## src/sv/modular_exponentiation_prime_top_macros.svh

```systemverilog
// ----------------------------------------------------------------------------
// Assertion macros for the modular exponentiation block
// Shared checks written against clk and arst_n of the including module.
// ----------------------------------------------------------------------------
`ifndef MODULAR_EXPONENTIATION_PRIME_TOP_MACROS_SVH
`define MODULAR_EXPONENTIATION_PRIME_TOP_MACROS_SVH

// antecedent implies consequent, checked outside reset
`define MEXP_ASSERT_IMPL(lbl, ante, cons, msg) \
	lbl: assert property (@(posedge clk) disable iff (!arst_n) (ante) |-> (cons)) \
		else $error(msg);

// condition must never hold outside reset
`define MEXP_ASSERT_NEVER(lbl, cond, msg) \
	lbl: assert property (@(posedge clk) disable iff (!arst_n) !(cond)) \
		else $error(msg);

`endif

```

## src/sv/mexp_pkg.sv

```systemverilog
// ----------------------------------------------------------------------------
// mexp_pkg
// Constants shared by the modular exponentiation block and its multiplier.
// ----------------------------------------------------------------------------
package mexp_pkg;

	localparam int BASE_W = 63;
	localparam int EXP_W  = 63;
	localparam int RES_W  = 30;

	localparam logic [RES_W-1:0] PRIME_MOD = 30'd1000000007;
	localparam logic [RES_W-1:0] INV_EXP   = 30'd1000000005;

	// conditional subtract of the modulus, input below 2P
	function automatic logic [RES_W:0] mod_fold(input logic [RES_W:0] x);
		logic [RES_W:0] p;
		p = {1'b0, PRIME_MOD};
		mod_fold = (x >= p) ? (x - p) : x;
	endfunction

endpackage

```

## src/sv/mexp_mul.sv

```systemverilog
// ----------------------------------------------------------------------------
// mexp_mul
// Bit-serial modular multiplier: one multiplier bit per cycle, MSB first.
// ----------------------------------------------------------------------------
module mexp_mul (
	input  logic                          clk,
	input  logic                          arst_n,
	input  logic                          start,
	input  logic [mexp_pkg::RES_W-1:0]    a,
	input  logic [mexp_pkg::RES_W-1:0]    b,
	output logic                          done,
	output logic [mexp_pkg::RES_W-1:0]    prod
);

	localparam int CNT_W = $clog2(mexp_pkg::RES_W);
	localparam logic [CNT_W-1:0] LAST = CNT_W'(mexp_pkg::RES_W - 1);

	logic                       busy_q;
	logic                       done_q;
	logic [CNT_W-1:0]           cnt_q;
	logic [mexp_pkg::RES_W-1:0] a_q;
	logic [mexp_pkg::RES_W-1:0] b_q;
	logic [mexp_pkg::RES_W-1:0] acc_q;
	logic [mexp_pkg::RES_W:0]   dbl;
	logic [mexp_pkg::RES_W:0]   sum;

	// acc = 2*acc + bit*a, kept below P
	always_comb begin
		dbl = mexp_pkg::mod_fold({acc_q, 1'b0});
		sum = mexp_pkg::mod_fold(dbl + (b_q[mexp_pkg::RES_W-1] ?
			{1'b0, a_q} : '0));
	end

	always_ff @(posedge clk or negedge arst_n) begin
		if (!arst_n) begin
			busy_q <= 1'b0;
			done_q <= 1'b0;
			cnt_q  <= '0;
		end else begin
			done_q <= busy_q && (cnt_q == LAST);
			if (start) begin
				busy_q <= 1'b1;
				cnt_q  <= '0;
			end else if (busy_q) begin
				cnt_q <= cnt_q + 1'b1;
				if (cnt_q == LAST)
					busy_q <= 1'b0;
			end
		end
	end

	always_ff @(posedge clk) begin
		if (start) begin
			a_q   <= a;
			b_q   <= b;
			acc_q <= '0;
		end else if (busy_q) begin
			b_q   <= {b_q[mexp_pkg::RES_W-2:0], 1'b0};
			acc_q <= sum[mexp_pkg::RES_W-1:0];
		end
	end

	assign done = done_q;
	assign prod = acc_q;

endmodule

```

## src/sv/modular_exponentiation_prime_top.sv

```systemverilog
// ----------------------------------------------------------------------------
// modular_exponentiation_prime_top
// base^exponent or base^(P-2) modulo P = 1000000007, right-to-left
// square-and-multiply on two bit-serial modular multipliers.
// ----------------------------------------------------------------------------
//  channel | handshake           | fields
//  in      | in_valid, in_stall  | action, base, exponent
//  out     | out_valid, out_stall| residue
//
// Base reduction takes one base bit per cycle.
// Each exponent bit up to the highest set one costs a multiplier pass
// plus launch and update; inverse uses a 30-bit exponent.
// One word in flight; in_stall is high from acceptance until the result
// is loaded into the output register. Reset clears all control state.
// ----------------------------------------------------------------------------
`include "modular_exponentiation_prime_top_macros.svh"

module modular_exponentiation_prime_top (
	input  logic                          clk,
	input  logic                          arst_n,
	input  logic                          in_valid,
	output logic                          in_stall,
	input  logic                          action,
	input  logic [mexp_pkg::BASE_W-1:0]   base,
	input  logic [mexp_pkg::EXP_W-1:0]    exponent,
	output logic                          out_valid,
	input  logic                          out_stall,
	output logic [mexp_pkg::RES_W-1:0]    residue
);

	localparam int RED_CNT_W = $clog2(mexp_pkg::BASE_W);
	localparam logic [RED_CNT_W-1:0] RED_LAST = RED_CNT_W'(mexp_pkg::BASE_W - 1);

	typedef enum logic [2:0] {
		ST_IDLE,
		ST_REDUCE,
		ST_STEP,
		ST_WAIT,
		ST_FINISH
	} state_t;

	state_t                      state_q;
	logic [RED_CNT_W-1:0]        red_cnt_q;
	logic [mexp_pkg::BASE_W-1:0] base_sh_q;
	logic [mexp_pkg::EXP_W-1:0]  exp_q;
	logic [mexp_pkg::RES_W-1:0]  acc_q;
	logic [mexp_pkg::RES_W-1:0]  sq_q;
	logic                        out_valid_q;
	logic [mexp_pkg::RES_W-1:0]  residue_q;
	logic [mexp_pkg::RES_W:0]    red_next;
	logic                        mul_start;
	logic                        mul_done;
	logic                        sqr_done;
	logic [mexp_pkg::RES_W-1:0]  mul_prod;
	logic [mexp_pkg::RES_W-1:0]  sqr_prod;

	assign red_next  = mexp_pkg::mod_fold({sq_q, base_sh_q[mexp_pkg::BASE_W-1]});
	assign mul_start = (state_q == ST_STEP) && (exp_q != '0);

	mexp_mul u_mul (
		.clk    (clk),
		.arst_n (arst_n),
		.start  (mul_start),
		.a      (acc_q),
		.b      (sq_q),
		.done   (mul_done),
		.prod   (mul_prod)
	);

	mexp_mul u_sqr (
		.clk    (clk),
		.arst_n (arst_n),
		.start  (mul_start),
		.a      (sq_q),
		.b      (sq_q),
		.done   (sqr_done),
		.prod   (sqr_prod)
	);

	always_ff @(posedge clk or negedge arst_n) begin
		if (!arst_n) begin
			state_q     <= ST_IDLE;
			red_cnt_q   <= '0;
			out_valid_q <= 1'b0;
			residue_q   <= '0;
		end else begin
			if (out_valid_q && !out_stall && (state_q != ST_FINISH))
				out_valid_q <= 1'b0;
			case (state_q)
				ST_IDLE: begin
					if (in_valid) begin
						red_cnt_q <= '0;
						state_q   <= ST_REDUCE;
					end
				end
				ST_REDUCE: begin
					red_cnt_q <= red_cnt_q + 1'b1;
					if (red_cnt_q == RED_LAST)
						state_q <= ST_STEP;
				end
				ST_STEP: begin
					state_q <= (exp_q == '0) ? ST_FINISH : ST_WAIT;
				end
				ST_WAIT: begin
					if (sqr_done)
						state_q <= ST_STEP;
				end
				ST_FINISH: begin
					if (!out_valid_q || !out_stall) begin
						out_valid_q <= 1'b1;
						residue_q   <= acc_q;
						state_q     <= ST_IDLE;
					end
				end
				default: state_q <= ST_IDLE;
			endcase
		end
	end

	// datapath, no reset needed
	always_ff @(posedge clk) begin
		case (state_q)
			ST_IDLE: begin
				base_sh_q <= base;
				exp_q     <= action ? mexp_pkg::EXP_W'(mexp_pkg::INV_EXP) : exponent;
				sq_q      <= '0;
				acc_q     <= mexp_pkg::RES_W'(1);
			end
			ST_REDUCE: begin
				base_sh_q <= {base_sh_q[mexp_pkg::BASE_W-2:0], 1'b0};
				sq_q      <= red_next[mexp_pkg::RES_W-1:0];
			end
			ST_WAIT: begin
				if (sqr_done) begin
					if (exp_q[0])
						acc_q <= mul_prod;
					sq_q  <= sqr_prod;
					exp_q <= {1'b0, exp_q[mexp_pkg::EXP_W-1:1]};
				end
			end
			default: begin
			end
		endcase
	end

	assign in_stall  = (state_q != ST_IDLE);
	assign out_valid = out_valid_q;
	assign residue   = residue_q;

	`MEXP_ASSERT_IMPL(a_res_range, out_valid, residue < mexp_pkg::PRIME_MOD,
		"residue not below modulus")
	`MEXP_ASSERT_NEVER(a_mul_sync, mul_done != sqr_done, "multipliers out of step")
	`MEXP_ASSERT_IMPL(a_operands_reduced, (state_q == ST_STEP) || (state_q == ST_WAIT),
		(acc_q < mexp_pkg::PRIME_MOD) && (sq_q < mexp_pkg::PRIME_MOD),
		"operand not reduced")

endmodule
```

## config.mk

```make
export PLATFORM = sky130hd
export DESIGN_NAME = modular_exponentiation_prime_top
export DESIGN_NICKNAME = d
export VERILOG_FILES = /design/src/sv/mexp_pkg.sv /design/src/sv/mexp_mul.sv /design/src/sv/modular_exponentiation_prime_top.sv
export VERILOG_INCLUDE_DIRS = /design/src /design/src/sv
export SDC_FILE = /design/constraint.sdc
export NUM_CORES = 1
export LEC_CHECK = 0
export ABC_AREA = 1
export BUFFER_PORTS_ARGS = -buffer_cell sky130_fd_sc_hd__buf_2
export CORE_MARGIN = 4
export CORE_UTILIZATION = 35
export DETAILED_ROUTE_END_ITERATION = 16
export MAX_ROUTING_LAYER = met4
export PLACE_DENSITY = 0.54
export SLEW_MARGIN = 15
export SYNTH_ARGS = -nofsm -noshare
export SYNTH_HDL_FRONTEND = slang
export SYNTH_HIERARCHICAL = 1
export SYNTH_SLANG_ARGS = --single-unit
```

## constraint.sdc

```tcl
create_clock -name clk -period 8.35 [get_ports clk]
set_clock_uncertainty 0.1 [all_clocks]
set_input_delay 0.835 -clock clk [delete_from_list [all_inputs] [get_ports clk]]
set_output_delay 0.835 -clock clk [all_outputs]
set_load 0.01 [all_outputs]
```

# After elaboration in Yosys (flattened, before gate mapping)

Index checks and enable logic that the tools add are counted.

Input bits: 131
Word-level logic and storage cells: 110
Bits in registers: 419

Reductions and logical operators: 22
Mux-type cells: 41
Eq/ne operators: 13
Add/sub/neg operators: 10
Order comparisons: 5

Operator list:

| kind                                                                     | number |
|---|---|
| 30-bit two-way mux                                                       | 12 |
| 63-bit case mux with 2 select lines                                      | 2 |
| 31-bit by 30-bit >= comparator with 1-bit output (second input constant) | 5 |
| 63-bit two-way mux                                                       | 2 |
| 30-bit case mux with 3 select lines                                      | 1 |
| 30-bit subtractor (second input constant)                                | 3 |
| 63-bit zero test                                                         | 1 |
| 63-bit nonzero test                                                      | 1 |
| 31-bit by 30-bit adder with 31-bit output                                | 2 |
| 31-bit two-way mux                                                       | 2 |
| 31-bit by 30-bit subtractor with 31-bit output (second input constant)   | 2 |
| 30-bit case mux with 2 select lines                                      | 1 |
| 5-bit two-way mux                                                        | 4 |
| 3-bit two-way mux                                                        | 5 |
| 3-bit case mux with 5 select lines                                       | 1 |
| 6-bit case mux with 2 select lines                                       | 1 |
| 5-bit by 1-bit adder with 5-bit output (second input constant)           | 2 |
| 5-bit equality test (second input constant)                              | 2 |
| 1-bit two-way mux                                                        | 9 |
| 2-bit inequality test (second input constant)                            | 4 |
| 2-bit AND reduction                                                      | 4 |
| 2-bit nonzero test                                                       | 4 |
| 6-bit by 1-bit adder with 6-bit output (second input constant)           | 1 |
| 3-bit by 2-bit equality test with 1-bit output (second input constant)   | 2 |
| 13 further kinds                                                         | 18 |

# Depth between registers and ports, before layout

Depth after elaboration: 6
Gate-level depth with buffers: 39

# Cells and area by module

Netlist, hierarchy kept.

Modules (own cells, without submodules):

| module                           | cells each | area an instance (µm²) | seq. area each (µm²) | times used |
|---|---|---|---|---|
| modular_exponentiation_prime_top | 1238       | 11188.2                | 6586.3               | 1 |
| mexp_mul at u_mul                | 1394       | 8600.7                 | 2577.5               | 1 |
| mexp_mul at u_sqr                | 1377       | 8478.1                 | 2577.5               | 1 |

# Least setup slack after synthesis

Ideal clock, no wire load.

Path type: register to register
From: reg state_q[0]
To: reg exp_q[0] in the netlist's numbering (enable)
Slack: 2.147 ns
Library setup time: 0.571 ns
Path buffers: 1
Cell stages (with the launch flop): 6
Period minus slack after synthesis: 6.203 ns
Data arrival time: 5.532 ns
Cells stage by stage: dfrtp_1 -> inv_1 -> nor3_2 -> inv_1 -> clkbuf_1 -> o21ai_0

Word-level cells in the longest chain between the ends: 3

RTL lines:

| what                                                                                                    | line                                    | RTL |
|---|---|---|
| start: declaration                                                                                      | modular_exponentiation_prime_top.sv:42  | `state_t state_q;` |
| start signal: assignment                                                                                | modular_exponentiation_prime_top.sv:102 | `state_q <= (exp_q == '0) ? ST_FINISH : ST_WAIT;` |
| 3-bit by 2-bit equality test with 1-bit output or 3-bit zero test (tied branches)                       | modular_exponentiation_prime_top.sv:122 | `case (state_q)` |
| 2-bit by 1-bit inequality test with 1-bit output (no source line) or 2-bit nonzero test (tied branches) | -                                       |  |
| 2-bit AND reduction (no source line) *                                                                  | -                                       |  |
| end signal: assignment                                                                                  | modular_exponentiation_prime_top.sv:125 | `exp_q <= action ? mexp_pkg::EXP_W'(mexp_pkg::INV_EXP) : exponent;` |
| end signal: assignment                                                                                  | modular_exponentiation_prime_top.sv:138 | `exp_q <= {1'b0, exp_q[mexp_pkg::EXP_W-1:1]};` |
| end: declaration                                                                                        | modular_exponentiation_prime_top.sv:45  | `logic [mexp_pkg::EXP_W-1:0] exp_q;` |

Every way passes the cells marked *; elsewhere a longest branch is shown, timed or not.
A chain may end at the register's enable or synchronous reset.

# Final worst setup path

From: reg u_mul.acc_q (netlist bit u_mul/prod[2])
To: reg u_mul.acc_q (netlist bit u_mul/prod[20])

Word-level cells in the longest chain between the ends: 5

RTL lines:

| what                                                                                                               | line           | RTL |
|---|---|---|
| start: declaration                                                                                                 | mexp_mul.sv:23 | `logic [mexp_pkg::RES_W-1:0] acc_q;` |
| start signal: assignment                                                                                           | mexp_mul.sv:59 | `acc_q <= sum[mexp_pkg::RES_W-1:0];` |
| 31-bit by 30-bit subtractor with 31-bit output or 31-bit by 30-bit >= comparator with 1-bit output (tied branches) | mexp_pkg.sv:18 | `mod_fold = (x >= p) ? (x - p) : x;` |
| 31-bit two-way mux *                                                                                               | mexp_pkg.sv:18 |  |
| 31-bit by 30-bit adder with 31-bit output *                                                                        | mexp_mul.sv:30 | `sum = mexp_pkg::mod_fold(dbl + (b_q[mexp_pkg::RES_W-1] ?` |
| 30-bit subtractor or 31-bit by 30-bit >= comparator with 1-bit output (tied branches)                              | mexp_pkg.sv:18 |  |
| 30-bit two-way mux *                                                                                               | mexp_pkg.sv:18 |  |

Marked as above.

==> results.ini <==
[synth]
netlist_instances = 4007
synthesis.nets = 4211
netlist_area_um2 = 28200
synth_warnings = 6
syn_area_per_cell_um2 = 7.05

[grt]
grt_max_degree = 77
antenna_found_initial = 1
grt_pass1_vias = 23951
grt_usage_pct = 19.4
grt_pass1_wl_um = 131000
grt.overflow.total = 0

[critical_path]
start_kind = flop
path_max_fanout = 43
crit_required_ns = 8.75
cp_slowest_cell = nand2_1
arrival_ns = 6.62
critPathMaxStageDelay_ns = 0.57
path_class = flop to flop
worst_setup_path_end_kind = flop
cpMostUsedCell = nand2_1

[sta]
rsz0062_at_grt = no
fin_crit_sh_pct = 74.5
final-setup-viol-count = 0
whs_ns = 0.260
fmax_ghz = 0.161
max_slew_margin_pct = 30.0
hold_viol_final = 0
slew_viol_final = 0
fin_crit_ns = 6.22
fin_tns_setup_ns = 0
worstMarginPinSlew_ns = 1.04
timing.final.ws_setup_ns = 2.13

[final_layout]
fin_nets = 4351
fin_cells = 5238
fill_cells = 8467
area_delta_synth_final_pct = 12.2
drive_gt1_share_pct = 11.5

[clocking]
cts_sinks = 419
cts_tree = yes
cts_buffers = 49
worst_skew_pair.late_latency_ns = 0.61
cts-resized-gates = 0
htree_levels = 2
hold_buffers = 0
clk_pin_slew_ns = 0.06
post_cts_buffers = 0
root_buffer = clkbuf_16
clockBufferDepth = 3

[hold_path]
hold_path.class = primary input to asynchronous set/reset pin

[drt]
num_vias = 25270
first_pass_iters = 6
wl_per_cell_um = 15.8
drt-total-wl_um = 82600
ant_nets = 0
drtIter0Drc = 1938
avgViaCountPerCell = 4.82
drcViolationCount = 0

[floorplan]
rows = 103
start_util_pct = 35.5
ios = 163
die_w_um = 292
die_height_um = 292
dieArea_um2 = 85300
fp.coreArea_um2 = 79500

[place]
portBuffers = 162
hpwl_um = 62700
place_ws_ns = 2.18
routabilityCongestion = 0.925
dp.cells = 5146

[run_status]
status = finished clean

[job]
drv_cap = 0

## final cells by class
cell class	count	area, um2	share of cell area, %
multi-input cells	2862	13700	43.3
diodes	1	2.50	0.00790
flip-flops and latches	419	11700	37.0
well taps	1050	1310	4.15
clock buffers	67	1350	4.27
clock inverters	24	223	0.703
repair buffers	185	983	3.10
inverters	630	2370	7.48
## final timing paths
path | slack (ns) | endpoint | from | cells past startpoint
worst max-delay path | 2.13 | u_mul/prod[20] | u_mul/prod[2] | 33
worst min-delay path | 0.26 | residue[28] | arst_n | 2
worst max register to register | 2.13 | u_mul/prod[20] | u_mul/prod[2] | 33
worst min register to register | 0.34 | u_mul/a_q[11] | acc_q[11] | 0
max in group asynchronous | 7.36 | u_sqr/cnt_q[1] | arst_n | 2
min in group clk | 0.34 | u_mul/a_q[11] | acc_q[11] | 0
## flip-flops by register name, summed over array words and instances (netlist names)
register	flops
base_sh_q	63
sq_q	30
u_sqr/busy_q	1
u_mul/a_q	30
residue	30
acc_q	30
u_mul/busy_q	1
u_sqr/a_q	30
u_mul/b_q	30
u_mul/cnt_q	5
red_cnt_q	6
u_sqr/prod	30
u_sqr/cnt_q	5
state_q	3
u_sqr/b_q	30
u_sqr/done	1
out_valid	1
u_mul/prod	30
exp_q	63
## layer usage
metal,up-vias,part of all wire [%],global-route usage [%]
met5,-,0,-
li1,12910,-,-
met2,470,48,31.9
met3,99,4.0,1.96
met4,0,1.9,3.97
met1,11791,46,26.0
## cells in the final DEF (no fill, tap or decap), drive strengths merged
| cell type | count |
|---|---|
| nor4 | 2 |
| dfxtp | 60 |
| o21ai | 109 |
| nand3b | 9 |
| xnor2 | 9 |
| edfxtp | 306 |
| xor2 | 75 |
| or2 | 5 |
| a31oi | 11 |
| fa | 2 |
| ha | 71 |
| o22a | 2 |
| buf | 185 |
| a21oi | 118 |
| clkbuf | 67 |
| clkinvlp | 3 |
| dfrtp | 53 |
| mux2 | 30 |
| a21boi | 1 |
| a32oi | 3 |
| o32ai | 1 |
| nor3 | 28 |
| o31ai | 1 |
| diode | 1 |
| o211ai | 1 |
| nand4 | 48 |
| inv | 624 |
| nand2 | 1626 |
| a21o | 2 |
| nand3 | 348 |
| and2 | 6 |
| nor2 | 335 |
| o22ai | 5 |
| and3 | 3 |
| a22o | 5 |
| bufinv | 2 |
| o21bai | 6 |
| clkinv | 25 |
## critical path, delay by kind of cell (launching register included)
kind,cells,cell delay [ns]
AOI/OAI and AO/OA,4,1.10
adders and majority gates,2,0.57
DFF,1,0.41
and+or+nand+nor,22,3.11
buffers and inverters,5,0.77
## through the flow
step                util [%]  area [um2]
global route            39.8       31700
detailed placement      37.8       30100
floorplan                  -       28200
CTS                     39.8       31700
global placement        37.8       30100
finish                  39.8       31700
Power is not shown: default switching activity piles up to over one toggle a cycle in this logic, so the estimate is an artifact.
